## src/sv/nrmc_pkg.sv

```systemverilog
// Shared constants, types and small tables of the RMC position parser.
// Used by every module of the block; depends on nothing.
package nrmc_pkg;

	localparam int FRAC_DIGITS = 6;

	localparam longint unsigned POW_MAX = 64'd10 ** FRAC_DIGITS;

	localparam int WHOLE_W   = 17;
	localparam int WHOLE_MAX = 131071;
	localparam int FRAC_W    = $clog2(POW_MAX);
	localparam int POW_W     = $clog2(POW_MAX + 64'd1);
	localparam int FCNT_W    = 3;
	localparam int FIELD_W   = 4;

	localparam int LAT_W     = 28;
	localparam int LON_W     = 29;
	localparam int LAT_LIMIT = 90000000;
	localparam int LON_LIMIT = 180000000;
	localparam int TDATA_W   = ((LAT_W + LON_W + 7) / 8) * 8;

	// Degrees by reciprocal multiply: floor(w * 167773 / 2^24) equals w / 100 over the range.
	localparam int DIV100_MUL = 167773;
	localparam int DIV100_SH  = 24;
	localparam int DIV100_PW  = WHOLE_W + 18;

	localparam int DEG_MAX = WHOLE_MAX / 100;
	localparam int DEG_W   = $clog2(DEG_MAX + 1);
	localparam int MM_W    = 7;
	localparam int DEGU_W  = $clog2(longint'(DEG_MAX) * 64'd1000000 + 64'd1);
	localparam int SUM_W   = DEGU_W + 1;

	// Minutes scaled: n = mm * 10^c + frac, numerator n * 10^6 + 30 * 10^c, divisor 60 * 10^c.
	localparam int N_W   = $clog2(64'd100 * POW_MAX);
	localparam int NUM_W = $clog2(64'd100000000 * POW_MAX);
	localparam int DEN_W = $clog2(64'd60 * POW_MAX + 64'd1);
	localparam int Q_W   = $clog2(100000000 / 60 + 1);
	localparam int CNT_W = $clog2(Q_W);

	localparam logic [FIELD_W-1:0] FLD_LAT      = 4'd2;
	localparam logic [FIELD_W-1:0] FLD_LAT_HEMI = 4'd3;
	localparam logic [FIELD_W-1:0] FLD_LON      = 4'd4;
	localparam logic [FIELD_W-1:0] FLD_LON_HEMI = 4'd5;
	localparam logic [FIELD_W-1:0] FIELD_MAX    = 4'd15;

	localparam logic [2:0] HDR_LAST = 3'd6;

	localparam logic [7:0] CH_NL     = 8'h0A;
	localparam logic [7:0] CH_COMMA  = 8'h2C;
	localparam logic [7:0] CH_DOLLAR = 8'h24;
	localparam logic [7:0] CH_POINT  = 8'h2E;
	localparam logic [7:0] CH_ZERO   = 8'h30;
	localparam logic [7:0] CH_NINE   = 8'h39;
	localparam logic [7:0] CH_S      = 8'h53;
	localparam logic [7:0] CH_W      = 8'h57;

	typedef enum logic [1:0] {
		TS_IDLE,
		TS_CONV,
		TS_EMIT
	} top_state_t;

	typedef enum logic [2:0] {
		CV_IDLE,
		CV_SPLIT,
		CV_MIN,
		CV_FRAC,
		CV_SCALE,
		CV_DIV,
		CV_DONE
	} conv_state_t;

	typedef struct packed {
		logic conv_req;
		logic conv_lon;
		logic emit_req;
	} scan_ev_t;

	typedef struct packed {
		logic [WHOLE_W-1:0] whole;
		logic [FRAC_W-1:0]  frac;
		logic [FCNT_W-1:0]  fcnt;
	} field_snap_t;

	typedef struct packed {
		logic [LAT_W-1:0] lat;
		logic [LON_W-1:0] lon;
		logic             south;
		logic             west;
		logic [1:0]       seen;
	} pos_hold_t;

	typedef struct packed {
		logic             done;
		logic             lon;
		logic [LON_W-1:0] micro;
	} conv_res_t;

	function automatic logic [7:0] hdr_char(input logic [2:0] idx);
		logic [7:0] c;
		case (idx)
			3'd0: c = CH_DOLLAR;
			3'd1: c = 8'h47;
			3'd2: c = 8'h50;
			3'd3: c = 8'h52;
			3'd4: c = 8'h4D;
			3'd5: c = 8'h43;
			3'd6: c = CH_COMMA;
			default: c = CH_DOLLAR;
		endcase
		return c;
	endfunction

	function automatic logic [POW_W-1:0] pow_ten(input logic [FCNT_W-1:0] idx);
		logic [POW_W-1:0] p;
		case (idx)
			3'd0: p = POW_W'(1);
			3'd1: p = POW_W'(10);
			3'd2: p = POW_W'(100);
			3'd3: p = POW_W'(1000);
			3'd4: p = POW_W'(10000);
			3'd5: p = POW_W'(100000);
			3'd6: p = POW_W'(1000000);
			default: p = POW_W'(10000000);
		endcase
		return p;
	endfunction

endpackage

```

## src/sv/nmea_rmc_position_parser.sv

```systemverilog
// Most bytes are taken back to back. A comma or newline that closes the latitude or longitude
// field stalls the input while it is converted: four multiply steps, 21 steps of the shared
// divider, a hand-over of the quotient and a saturating add.
// A newline that ends a sentence waits in an emit state until the output register is free
// and loads its result into that register; the next byte is taken while that result waits.
// Reset clears the header hunt, the sentence state and the output valid at once.
// Top level of the RMC position parser; depends on nrmc_pkg, nrmc_scan, nrmc_conv.
module nmea_rmc_position_parser (
	input  logic                         clk,
	input  logic                         arst_n,
	input  logic                         s_tvalid,
	output logic                         s_tready,
	input  logic [7:0]                   s_tdata,  // [7:0] rx_byte
	output logic                         m_tvalid,
	input  logic                         m_tready,
	output logic [nrmc_pkg::TDATA_W-1:0] m_tdata,  // [27:0] latitude_micro, [56:28] longitude_micro
	output logic                         m_tuser   // [0] coords_valid
);
	import nrmc_pkg::*;

	top_state_t st_q;
	top_state_t st_d;

	scan_ev_t    ev;
	field_snap_t snap;
	pos_hold_t   hold;
	conv_res_t   res;

	logic accept;
	logic conv_start;
	logic out_free;
	logic out_load;
	logic emit_pend_q;

	logic               coords_ok;
	logic [LAT_W-1:0]   lat_o;
	logic [LON_W-1:0]   lon_o;
	logic               m_tvalid_q;
	logic [TDATA_W-1:0] m_tdata_q;
	logic               m_tuser_q;

	assign accept   = s_tvalid && s_tready;
	assign out_free = !m_tvalid_q || m_tready;

	nrmc_scan u_scan (
		.clk     (clk),
		.arst_n  (arst_n),
		.accept  (accept),
		.rx_byte (s_tdata),
		.res     (res),
		.ev      (ev),
		.snap    (snap),
		.hold    (hold)
	);

	nrmc_conv u_conv (
		.clk    (clk),
		.arst_n (arst_n),
		.start  (conv_start),
		.lon    (ev.conv_lon),
		.snap   (snap),
		.res    (res)
	);

	always_comb begin
		st_d = st_q;
		case (st_q)
			TS_IDLE: begin
				if (accept && ev.conv_req) begin
					st_d = TS_CONV;
				end else if (accept && ev.emit_req) begin
					st_d = TS_EMIT;
				end
			end
			TS_CONV: if (res.done) st_d = emit_pend_q ? TS_EMIT : TS_IDLE;
			TS_EMIT: if (out_free) st_d = TS_IDLE;
			default: st_d = TS_IDLE;
		endcase
	end

	always_comb begin
		s_tready   = 1'b0;
		conv_start = 1'b0;
		out_load   = 1'b0;
		case (st_q)
			TS_IDLE: begin
				s_tready   = 1'b1;
				conv_start = s_tvalid && ev.conv_req;
			end
			TS_EMIT: out_load = out_free;
			default: begin
				s_tready   = 1'b0;
				conv_start = 1'b0;
				out_load   = 1'b0;
			end
		endcase
	end

	// An empty position field yields zero coordinates.
	assign coords_ok = (hold.seen == 2'b11);
	assign lat_o = !coords_ok ? '0 : (hold.south ? LAT_W'(0) - hold.lat : hold.lat);
	assign lon_o = !coords_ok ? '0 : (hold.west ? LON_W'(0) - hold.lon : hold.lon);

	always_ff @(posedge clk or negedge arst_n) begin
		if (!arst_n) begin
			st_q        <= TS_IDLE;
			emit_pend_q <= 1'b0;
			m_tvalid_q  <= 1'b0;
		end else begin
			st_q <= st_d;
			if (accept) begin
				emit_pend_q <= ev.emit_req;
			end
			if (out_load) begin
				m_tvalid_q <= 1'b1;
			end else if (m_tready) begin
				m_tvalid_q <= 1'b0;
			end
		end
	end

	always_ff @(posedge clk) begin
		if (out_load) begin
			m_tdata_q <= TDATA_W'({lon_o, lat_o});
			m_tuser_q <= coords_ok;
		end
	end

	assign m_tvalid = m_tvalid_q;
	assign m_tdata  = m_tdata_q;
	assign m_tuser  = m_tuser_q;

endmodule

```

## src/sv/nrmc_div.sv

```systemverilog
// Shared restoring divider, one quotient bit per cycle.
// Depends on nrmc_pkg for the operand and quotient widths.
module nrmc_div (
	input  logic                       clk,
	input  logic                       arst_n,
	input  logic                       start,
	input  logic [nrmc_pkg::NUM_W-1:0] num,
	input  logic [nrmc_pkg::DEN_W-1:0] den,
	output logic                       done,
	output logic [nrmc_pkg::Q_W-1:0]   quot
);
	import nrmc_pkg::*;

	logic             busy_q;
	logic             done_q;
	logic [CNT_W-1:0] cnt_q;
	logic [DEN_W-1:0] rem_q;
	logic [DEN_W-1:0] den_q;
	logic [Q_W-1:0]   sh_q;

	logic [DEN_W:0] trial;
	logic [DEN_W:0] diff;
	logic           ge;

	// The quotient is known to fit Q_W bits, so the upper numerator bits start below the divisor.
	assign trial = {rem_q, sh_q[Q_W-1]};
	assign diff  = trial - {1'b0, den_q};
	assign ge    = trial >= {1'b0, den_q};

	always_ff @(posedge clk or negedge arst_n) begin
		if (!arst_n) begin
			busy_q <= 1'b0;
			done_q <= 1'b0;
			cnt_q  <= '0;
		end else begin
			done_q <= busy_q && (cnt_q == '0);
			if (start) begin
				busy_q <= 1'b1;
				cnt_q  <= CNT_W'(Q_W - 1);
			end else if (busy_q) begin
				if (cnt_q == '0) begin
					busy_q <= 1'b0;
				end else begin
					cnt_q <= cnt_q - 1'b1;
				end
			end
		end
	end

	always_ff @(posedge clk) begin
		if (start) begin
			rem_q <= DEN_W'(num >> Q_W);
			sh_q  <= num[Q_W-1:0];
			den_q <= den;
		end else if (busy_q) begin
			rem_q <= ge ? diff[DEN_W-1:0] : trial[DEN_W-1:0];
			sh_q  <= {sh_q[Q_W-2:0], ge};
		end
	end

	assign done = done_q;
	assign quot = sh_q;

endmodule

```

## src/sv/nrmc_conv.sv

```systemverilog
// Field-to-microdegree converter: a short sequencer of constant multiplies
// around the shared divider. Depends on nrmc_pkg and nrmc_div.
module nrmc_conv (
	input  logic                      clk,
	input  logic                      arst_n,
	input  logic                      start,
	input  logic                      lon,
	input  nrmc_pkg::field_snap_t     snap,
	output nrmc_pkg::conv_res_t       res
);
	import nrmc_pkg::*;

	conv_state_t st_q;
	conv_state_t st_d;

	logic               lon_q;
	logic [WHOLE_W-1:0] whole_q;
	logic [FRAC_W-1:0]  frac_q;
	logic [FCNT_W-1:0]  fcnt_q;
	logic [DEG_W-1:0]   deg_q;
	logic [POW_W-1:0]   pow_q;
	logic [MM_W-1:0]    mm_q;
	logic [DEGU_W-1:0]  degu_q;
	logic [N_W-1:0]     n_q;

	logic [DIV100_PW-1:0] deg_prod;
	logic [WHOLE_W-1:0]   hund;
	logic [NUM_W-1:0]     num;
	logic [DEN_W-1:0]     den;
	logic                 div_start;
	logic                 div_done;
	logic [Q_W-1:0]       quot;
	logic [SUM_W-1:0]     sum;
	logic [SUM_W-1:0]     limit;
	logic [SUM_W-1:0]     micro;

	assign deg_prod = DIV100_PW'(whole_q) * DIV100_PW'(DIV100_MUL);
	assign hund     = WHOLE_W'(deg_q) * WHOLE_W'(100);
	assign num      = NUM_W'(n_q) * NUM_W'(1000000) + NUM_W'(pow_q) * NUM_W'(30);
	assign den      = DEN_W'(pow_q) * DEN_W'(60);

	assign sum   = SUM_W'(degu_q) + SUM_W'(quot);
	assign limit = lon_q ? SUM_W'(LON_LIMIT) : SUM_W'(LAT_LIMIT);
	assign micro = (sum > limit) ? limit : sum;

	nrmc_div u_div (
		.clk    (clk),
		.arst_n (arst_n),
		.start  (div_start),
		.num    (num),
		.den    (den),
		.done   (div_done),
		.quot   (quot)
	);

	always_comb begin
		st_d = st_q;
		case (st_q)
			CV_IDLE:  if (start) st_d = CV_SPLIT;
			CV_SPLIT: st_d = CV_MIN;
			CV_MIN:   st_d = CV_FRAC;
			CV_FRAC:  st_d = CV_SCALE;
			CV_SCALE: st_d = CV_DIV;
			CV_DIV:   if (div_done) st_d = CV_DONE;
			CV_DONE:  st_d = CV_IDLE;
			default:  st_d = CV_IDLE;
		endcase
	end

	always_comb begin
		div_start = 1'b0;
		res.done  = 1'b0;
		case (st_q)
			CV_SCALE: div_start = 1'b1;
			CV_DONE:  res.done  = 1'b1;
			default: begin
				div_start = 1'b0;
				res.done  = 1'b0;
			end
		endcase
	end

	assign res.lon   = lon_q;
	assign res.micro = LON_W'(micro);

	always_ff @(posedge clk or negedge arst_n) begin
		if (!arst_n) begin
			st_q <= CV_IDLE;
		end else begin
			st_q <= st_d;
		end
	end

	always_ff @(posedge clk) begin
		case (st_q)
			CV_IDLE: begin
				if (start) begin
					lon_q   <= lon;
					whole_q <= snap.whole;
					frac_q  <= snap.frac;
					fcnt_q  <= snap.fcnt;
				end
			end
			CV_SPLIT: begin
				deg_q <= DEG_W'(deg_prod >> DIV100_SH);
				pow_q <= pow_ten(fcnt_q);
			end
			CV_MIN: begin
				mm_q   <= MM_W'(whole_q - hund);
				degu_q <= DEGU_W'(DEGU_W'(deg_q) * DEGU_W'(1000000));
			end
			CV_FRAC: begin
				n_q <= N_W'(N_W'(mm_q) * N_W'(pow_q) + N_W'(frac_q));
			end
			default: begin
			end
		endcase
	end

endmodule

```

## src/sv/nrmc_scan.sv

```systemverilog
// Byte scanner: header hunt, field splitting, digit accumulation and the
// held coordinates of the current sentence. Depends on nrmc_pkg.
module nrmc_scan (
	input  logic                  clk,
	input  logic                  arst_n,
	input  logic                  accept,
	input  logic [7:0]            rx_byte,
	input  nrmc_pkg::conv_res_t   res,
	output nrmc_pkg::scan_ev_t    ev,
	output nrmc_pkg::field_snap_t snap,
	output nrmc_pkg::pos_hold_t   hold
);
	import nrmc_pkg::*;

	localparam int W10_W = WHOLE_W + 4;
	localparam int F10_W = FRAC_W + 4;

	logic [2:0]         hdr_cnt_q, hdr_cnt_d;
	logic               in_sent_q, in_sent_d;
	logic [FIELD_W-1:0] field_q, field_d;
	logic [WHOLE_W-1:0] whole_q, whole_d;
	logic [FRAC_W-1:0]  frac_q, frac_d;
	logic [FCNT_W-1:0]  fcnt_q, fcnt_d;
	logic               after_pt_q, after_pt_d;
	logic [LAT_W-1:0]   held_lat_q, held_lat_d;
	logic [LON_W-1:0]   held_lon_q, held_lon_d;
	logic               south_q, south_d;
	logic               west_q, west_d;
	logic [1:0]         seen_q, seen_d;

	logic             is_digit;
	logic             pos_field;
	logic [W10_W-1:0] whole_x10;
	logic [F10_W-1:0] frac_x10;

	assign is_digit  = (rx_byte >= CH_ZERO) && (rx_byte <= CH_NINE);
	assign pos_field = (field_q == FLD_LAT) || (field_q == FLD_LON);
	assign whole_x10 = W10_W'(whole_q) * W10_W'(10) + W10_W'(rx_byte[3:0]);
	assign frac_x10  = F10_W'(frac_q) * F10_W'(10) + F10_W'(rx_byte[3:0]);

	assign ev.conv_req = in_sent_q && pos_field && ((rx_byte == CH_COMMA) || (rx_byte == CH_NL));
	assign ev.conv_lon = (field_q == FLD_LON);
	assign ev.emit_req = in_sent_q && (rx_byte == CH_NL);

	assign snap.whole = whole_q;
	assign snap.frac  = frac_q;
	assign snap.fcnt  = fcnt_q;

	assign hold.lat   = held_lat_q;
	assign hold.lon   = held_lon_q;
	assign hold.south = south_q;
	assign hold.west  = west_q;
	assign hold.seen  = seen_q;

	always_comb begin
		hdr_cnt_d  = hdr_cnt_q;
		in_sent_d  = in_sent_q;
		field_d    = field_q;
		whole_d    = whole_q;
		frac_d     = frac_q;
		fcnt_d     = fcnt_q;
		after_pt_d = after_pt_q;
		held_lat_d = held_lat_q;
		held_lon_d = held_lon_q;
		south_d    = south_q;
		west_d     = west_q;
		seen_d     = seen_q;
		if (!in_sent_q) begin
			if (rx_byte == hdr_char(hdr_cnt_q)) begin
				if (hdr_cnt_q == HDR_LAST) begin
					hdr_cnt_d  = '0;
					in_sent_d  = 1'b1;
					field_d    = '0;
					whole_d    = '0;
					frac_d     = '0;
					fcnt_d     = '0;
					after_pt_d = 1'b0;
					held_lat_d = '0;
					held_lon_d = '0;
					south_d    = 1'b0;
					west_d     = 1'b0;
					seen_d     = '0;
				end else begin
					hdr_cnt_d = hdr_cnt_q + 3'd1;
				end
			end else begin
				hdr_cnt_d = (rx_byte == CH_DOLLAR) ? 3'd1 : 3'd0;
			end
		end else if (rx_byte == CH_NL) begin
			in_sent_d  = 1'b0;
			hdr_cnt_d  = '0;
			field_d    = '0;
			whole_d    = '0;
			frac_d     = '0;
			fcnt_d     = '0;
			after_pt_d = 1'b0;
		end else if (rx_byte == CH_COMMA) begin
			if (field_q != FIELD_MAX) begin
				field_d = field_q + 4'd1;
			end
			whole_d    = '0;
			frac_d     = '0;
			fcnt_d     = '0;
			after_pt_d = 1'b0;
		end else if (pos_field) begin
			if (is_digit) begin
				if (field_q == FLD_LAT) begin
					seen_d[0] = 1'b1;
				end else begin
					seen_d[1] = 1'b1;
				end
				if (!after_pt_q) begin
					whole_d = (whole_x10 > W10_W'(WHOLE_MAX)) ? WHOLE_W'(WHOLE_MAX)
					                                          : whole_x10[WHOLE_W-1:0];
				end else if (fcnt_q < FCNT_W'(FRAC_DIGITS)) begin
					// Digits past the kept precision are dropped.
					frac_d = frac_x10[FRAC_W-1:0];
					fcnt_d = fcnt_q + 3'd1;
				end
			end else if (rx_byte == CH_POINT) begin
				after_pt_d = 1'b1;
			end
		end else if (field_q == FLD_LAT_HEMI) begin
			if (rx_byte == CH_S) begin
				south_d = 1'b1;
			end
		end else if (field_q == FLD_LON_HEMI) begin
			if (rx_byte == CH_W) begin
				west_d = 1'b1;
			end
		end
	end

	always_ff @(posedge clk or negedge arst_n) begin
		if (!arst_n) begin
			hdr_cnt_q  <= '0;
			in_sent_q  <= 1'b0;
			field_q    <= '0;
			whole_q    <= '0;
			frac_q     <= '0;
			fcnt_q     <= '0;
			after_pt_q <= 1'b0;
			held_lat_q <= '0;
			held_lon_q <= '0;
			south_q    <= 1'b0;
			west_q     <= 1'b0;
			seen_q     <= '0;
		end else if (accept) begin
			hdr_cnt_q  <= hdr_cnt_d;
			in_sent_q  <= in_sent_d;
			field_q    <= field_d;
			whole_q    <= whole_d;
			frac_q     <= frac_d;
			fcnt_q     <= fcnt_d;
			after_pt_q <= after_pt_d;
			held_lat_q <= held_lat_d;
			held_lon_q <= held_lon_d;
			south_q    <= south_d;
			west_q     <= west_d;
			seen_q     <= seen_d;
		end else if (res.done) begin
			// No item is accepted while a conversion runs, so the two never collide.
			if (res.lon) begin
				held_lon_q <= res.micro;
			end else begin
				held_lat_q <= LAT_W'(res.micro);
			end
		end
	end

endmodule

```

## config.mk

```make
export PLATFORM = sky130hd
export DESIGN_NAME = nmea_rmc_position_parser
export DESIGN_NICKNAME = d
export VERILOG_FILES = /design/src/sv/nrmc_pkg.sv /design/src/sv/nmea_rmc_position_parser.sv /design/src/sv/nrmc_div.sv /design/src/sv/nrmc_conv.sv /design/src/sv/nrmc_scan.sv
export SDC_FILE = /design/constraint.sdc
export NUM_CORES = 2
export LEC_CHECK = 0
export ABC_CLOCK_PERIOD_IN_PS = 11050
export BUFFER_PORTS_ARGS = -buffer_cell sky130_fd_sc_hd__buf_2
export CORE_AREA = 2 2 243 293
export CTS_BUF_LIST = sky130_fd_sc_hd__clkbuf_4
export DETAILED_ROUTE_END_ITERATION = 7
export DIE_AREA = 0 0 245 295
export MAX_ROUTING_LAYER = met4
export PLACE_DENSITY = 0.87
export SYNTH_ARGS = -nofsm -noshare
export SYNTH_HDL_FRONTEND = slang
export SYNTH_SLANG_ARGS = --single-unit
```

## constraint.sdc

```tcl
create_clock -name clk -period 11.05 [get_ports clk]
set_input_delay 1.6575 -clock clk [delete_from_list [all_inputs] [get_ports clk]]
set_output_delay 1.6575 -clock clk [all_outputs]
set_load 0.01 [all_outputs]
```

## After elaboration in Yosys (flattened, before gate mapping)

Index checks and enable logic that the tools add are counted.

- Output and inout port bits: 67
- Input port bits: 12
- Register bits after elaboration: 384
- Word-level logic and storage cells: 283

- $lt $le $gt $ge: 6
- Eq/ne operators: 65
- Multiply operators: 9
- $add $sub $neg: 13
- Reduce and logical (&&, ||, !) cells: 38
- Multiplexer cells: 118

Operators with widths:

| kind | number |
|---|---|
| 2-to-1 mux 29 bit | 8 |
| 2-to-1 mux 28 bit | 8 |
| 2-to-1 mux 20 bit | 9 |
| 2-to-1 mux 17 bit | 9 |
| one-hot mux 20 bit (7 select lines) | 1 |
| 2-to-1 mux 26 bit | 3 |
| multiplier 20 x 4 -> 24 bit (second input constant) | 2 |
| adder 47 x 25 -> 47 bit | 1 |
| 2-to-1 mux 3 bit | 15 |
| 2-to-1 mux 21 bit | 2 |
| one-hot mux 7 bit (6 select lines) | 1 |
| multiplier 27 x 14 -> 41 bit (second input constant) | 1 |
| 2-to-1 mux 1 bit | 38 |
| != test 2 bit (second input constant) | 19 |
| multiplier 17 x 18 -> 35 bit (second input constant) | 1 |
| adder 31 x 21 -> 32 bit | 1 |
| > comparator 32 x 28 -> 1 bit | 1 |
| != test 4 bit (second input constant) | 8 |
| subtractor 1 x 29 -> 29 bit (first input constant) | 1 |
| subtractor 1 x 28 -> 28 bit (first input constant) | 1 |
| adder 27 x 20 -> 27 bit | 1 |
| equality test 3 bit (second input constant) | 9 |
| greater-or-equal comparator 27 x 26 -> 1 bit | 1 |
| multiplier 7 x 20 -> 27 bit | 1 |
| 47 further kinds | 107 |

## Depth between registers and ports, before layout

- Word-level depth: 10
- Mapped depth: 28

## By module

A second synthesis with hierarchy kept.

- Cells, all modules: 4168
- Area, all modules: 42316.8 sq um

Modules (own cells, without submodules):

| module | sequential area each (sq um) | cells an instance | area an instance (sq um) | times used |
|---|---|---|---|---|
| nrmc_conv | 3888.7 | 2636 | 26620.5 | 1 |
| nrmc_scan | 2752.6 | 802 | 7444.6 | 1 |
| nrmc_div | 2367.3 | 413 | 4785.8 | 1 |
| nmea_rmc_position_parser | 1841.8 | 317 | 3465.8 | 1 |

## Worst setup path after synthesis

OpenSTA, ideal clock, no wires.

- Path type: input -> register
- Start point: input port s_tdata[3]
- End point: register u_conv.fcnt_q[0] (enable)
- Slack: 4.005 ns
- Required time: 10.509 ns
- Path buffers: 1
- Setup time: 0.541 ns
- Stages on the path: 5
- Arrival: 6.504 ns
- Path through: clkbuf_1 nand2_1 nor4_1 o21ai_0 nor4_1

- Longest elaborated chain between the ends: 6

RTL lines:

| what | RTL line | source |
|---|---|---|
| start, declared | nmea_rmc_position_parser.sv:13 | `input logic [7:0] s_tdata,` |
| equality test 8 x 6 -> 1 bit / equality test 8 x 4 -> 1 bit (equally long branches) | nrmc_scan.sv:41 | `assign ev.conv_req = in_sent_q && pos_field && ((rx_byte == CH_COMMA) \|\| (rx_byte == CH_NL));` |
| logical OR 1 bit (*) | nrmc_scan.sv:41 |  |
| logical AND 1 bit (*) | nrmc_scan.sv:41 |  |
| logical AND 1 bit (*) | nmea_rmc_position_parser.sv:88 | `conv_start = s_tvalid && ev.conv_req;` |
| 2-to-1 mux 1 bit (*) | nmea_rmc_position_parser.sv:85 | `case (st_q)` |
| AND reduction 2 bit (no line) (*) | -- |  |
| end signal, assigned | nrmc_conv.sv:101 | `fcnt_q <= snap.fcnt;` |
| end, declared | nrmc_conv.sv:19 | `logic [FCNT_W-1:0] fcnt_q;` |

Mark *: on every way between the ends. The rest lies on a longest branch, timed or not.
A chain may end at the register's enable or synchronous reset.

## Final worst setup path

- Start point: register u_conv.n_q[0]
- End point: register u_conv.u_div.rem_q[25], data pin

- Longest elaborated chain between the ends: 3

RTL lines:

| what | RTL line | source |
|---|---|---|
| start, declared | nrmc_conv.sv:24 | `logic [N_W-1:0] n_q;` |
| start signal, assigned | nrmc_conv.sv:113 | `n_q <= N_W'(N_W'(mm_q) * N_W'(pow_q) + N_W'(frac_q));` |
| multiplier 27 x 14 -> 41 bit | nrmc_conv.sv:39 | `assign num = NUM_W'(n_q) * NUM_W'(1000000) + NUM_W'(pow_q) * NUM_W'(30);` |
| adder 47 x 25 -> 47 bit | nrmc_conv.sv:39 |  |
| 2-to-1 mux 26 bit | nrmc_div.sv:51 | `if (start) begin` |
| end signal, assigned | nrmc_div.sv:52 | `rem_q <= DEN_W'(num >> Q_W);` |
| end signal, assigned | nrmc_div.sv:56 | `rem_q <= ge ? diff[DEN_W-1:0] : trial[DEN_W-1:0];` |
| end, declared | nrmc_div.sv:17 | `logic [DEN_W-1:0] rem_q;` |

No other way between the ends.

==> flow_metrics.env <==
export IMPL_cts_resized=0
export IMPL_wl_per_cell_microns=17.40
export IMPL_cts_htree_levels=3
export IMPL_via_count=30333
export IMPL_postCtsHoldBufs=0
export IMPL_crit_type="reg -> reg"
export IMPL_setup_tns_ps=0
export IMPL_critPathLaunchType="flop"
export IMPL_drt_iter0_markers=1934
export IMPL_place_gp_congestion=0.9464
export IMPL_clk_pin_slew_ps=80
export IMPL_antenna_left=0
export IMPL_fin_crit_ps=7611
export IMPL_post_cts_setup_buffers=0
export IMPL_holdCritPathClass="reg -> reg"
export IMPL_syn_area_sq_um=41380
export IMPL_dp_hpwl_microns=73450
export IMPL_clockRootBuffer="clkbuf_4"
export IMPL_yosysSeqAreaShare_pct=26.08
export IMPL_fin_nets=5219
export IMPL_drive_above_1_share_pct=7.164
export IMPL_clock_latency_ps=900
export IMPL_fin_skew_ps=62.19
export IMPL_synthMuxAreaShare_pct=0.3054
export IMPL_synth_edff_count=256
export IMPL_drv_cap=0
export IMPL_use_met1_pct=31.65
export IMPL_post_route_period_util_pct=68.88
export IMPL_antenna_found_initial=1
export IMPL_final_cell_mix="604 x inv_1, 597 x ha_1, 388 x fa_1"
export IMPL_synth_warnings=0
export IMPL_ys_ff_latch=380
export IMPL_start_util_pct=59.66
export IMPL_tightest_slew_ps=1146
export IMPL_rsz0062_at_grt="no"
export IMPL_crit_required_ps=11750
export IMPL_viasPerCell=5.813
export IMPL_grt_max_degree=72
export IMPL_async_reset_ff_share_pct=32.63
export IMPL_power_leakage_nw=20.94
export IMPL_arrival_ps=8310
export IMPL_numCtsBuffers=93
export IMPL_synthAdderAreaFrac_pct=36.82
export IMPL_grt_pass1_vias=31691
export IMPL_synth_ff_type="edfxtp_1"
export IMPL_cts_tree="done"
export IMPL_ir_worst_vdd_v=0.00006545
export IMPL_slew_headroom_pct=23.16
export IMPL_utilization_pct=63.29
export IMPL_pwr_density_cell_nw_per_um2=63.04
export IMPL_postSynthAreaPerCell_sq_um=10.01
export IMPL_track_usage_pct=26.83
export IMPL_timing_fmax_mhz=131.4
export IMPL_synth_xor_area_share_pct=6.256
export IMPL_setup_viol=0
export IMPL_top_usage_layer="met2"
export IMPL_final_common_cell="inv_1"
export IMPL_ys_types=88
export IMPL_use_met2_pct=46.41
export IMPL_status="completed"
export IMPL_post_route_drc_count=0
export IMPL_yosys_area_share_simple_pct=12.23
export IMPL_drt_wl_total_microns=90770
export IMPL_worst_path_max_fanout=7
export IMPL_die_area_sq_um=72280
export IMPL_dieHeight_microns=295
export IMPL_cts_num_sinks=380
export IMPL_final_hold_viol_count=0
export IMPL_ctsLongestPathBuffers=3
export IMPL_pin_count=79
export IMPL_num_rows=106
export IMPL_gr_total_overflow=0
export IMPL_grt_first_pass_wirelength_microns=152900
export IMPL_first_pass_iters=5
export IMPL_synth_top_family_by_area="adder cells"
export IMPL_final_max_slew_viol_count=0
export IMPL_critPathCaptureType="flop"
export IMPL_use_met3_pct=3.558
export IMPL_core_sq_um=69360
export IMPL_synth_compound_area_share_pct=11.83
export IMPL_port_buffers=71
export IMPL_syn_inst=4133
export IMPL_areaGrowthSynthToFinish_pct=6.093
export IMPL_fp_dieW_microns=245
## cell type report
type	instances	area, sq um
inverters	605	2271
clock inverters	34	231.5
diodes	1	2.502
fillers	5175	25460
clock buffers	138	1036
multi-input cells	3059	27970
flip-flops and latches	380	10790
well taps	918	1149
repair buffers	83	451.7
## flip-flops by register name (all words and copies together), names as in the netlist, 2 cells and up
register	cells
u_scan.field_q	4
u_conv.deg_q	11
st_q	2
u_scan.hdr_cnt_q	3
u_conv.u_div.den_q	24
u_scan.held_lon_q	29
u_conv.degu_q	25
u_conv.pow_q	16
u_scan.fcnt_q	3
u_conv.fcnt_q	3
u_scan.whole_q	17
u_conv.u_div.quot	21
m_tdata	57
u_conv.frac_q	20
u_scan.seen_q	2
u_conv.whole_q	17
u_conv.u_div.rem_q	26
u_conv.u_div.cnt_q	5
u_conv.st_q	3
u_scan.held_lat_q	28
u_conv.mm_q	7
u_scan.frac_q	20
u_conv.n_q	27
## metrics by stage
stage / std cells / hold slack (ps) / area [sq um] / power, W / setup WS (ps)
floorplan: 4139 / 424.8 / 41400 / 0.001543 / 4005
global placement: 5045 / 434.4 / 42630 / 0.001555 / 3667
detailed placement: 5045 / 448.4 / 42630 / 0.001556 / 3495
CTS: 5217 / 484.0 / 43900 / 0.002799 / 3509
global route: 5218 / 496.5 / 43900 / 0.002870 / 2967
finish: 5218 / 475.1 / 43900 / 0.002767 / 3439
## worst max-delay path, stage by stage, from the launching register on
cell and delay [ps]:
edfxtp_1 540, fa_1 620, fa_1 450, fa_1 570, fa_1 420, ha_1 290
inv_1 50, fa_1 490, inv_1 40, ha_1 360, and2_1 260, nand2_1 110
nand2b_1 100, a21o_1 180, a21oi_1 170, xnor2_1 90, ha_1 350, nand2_1 90
nor2_1 160, a21boi_0 320, o22ai_1 150, nor4_2 410, and4bb_2 360, nand4_4 150
nor4b_2 290, xnor3_1 240, a21oi_1 140
## per-layer routing
metal  part of all wire [%]  up-vias
met3                    5.4      245
met5                      0        -
li1                       -    14371
met2                     51      938
met4                    3.8        0
met1                     40    14779
## synthesized netlist by cell type, types with 41 or more instances
cell	number	share of area, %
a21o_1	70	1.3
a21oi_1	175	2.1
and2_1	83	1.3
clkbuf_1	68	0.62
dfrtp_1	124	7.5
edfxtp_1	256	19
fa_1	388	19
ha_1	597	18
inv_1	605	5.5
nand2_1	327	3.0
nand2b_1	41	0.62
nand3_1	42	0.51
nor2_1	224	2.0
nor2b_1	45	0.68
nor3_1	70	0.85
o21ai_0	147	1.8
xnor2_1	166	3.5
xor2_1	127	2.7
## where the power goes
| group | total (W) | switching, W | internal (W) | leakage (nW) |
|---|---|---|---|---|
| clock | 0.00124 | 0.000612 | 0.000630 | 0.748 |
| combinational | 0.0000209 | 0.0000163 | 0.00000460 | 16.3 |
| sequential | 0.00150 | 0.00000000000000000000884 | 0.00150 | 3.87 |
| total | 0.00277 | 0.000628 | 0.00214 | 20.9 |
## cells by family after synthesis
logic type	count (synthesis)
xor+xnor	294
other cells	1
flops	380
buf+inv	700
fa+ha+maj	985
simple gates	1026
compound gates	735
mux	12
## final timing paths
| check | to | from | slack [ps] | depth (start not counted) |
|---|---|---|---|---|
| max in group asynchronous | u_scan.frac_q[10] | arst_n | 8980 | 2 |
| worst min-delay path | u_conv.frac_q[19] | u_scan.frac_q[19] | 480 | 0 |
| min in group asynchronous | u_scan.held_lat_q[9] | arst_n | 740 | 1 |
| worst max register to register | u_conv.u_div.rem_q[25] | u_conv.n_q[0] | 3440 | 26 |
| worst max-delay path | u_conv.u_div.rem_q[25] | u_conv.n_q[0] | 3440 | 26 |
| worst min register to register | u_conv.frac_q[19] | u_scan.frac_q[19] | 480 | 0 |
(Power assumes the default switching activity.)
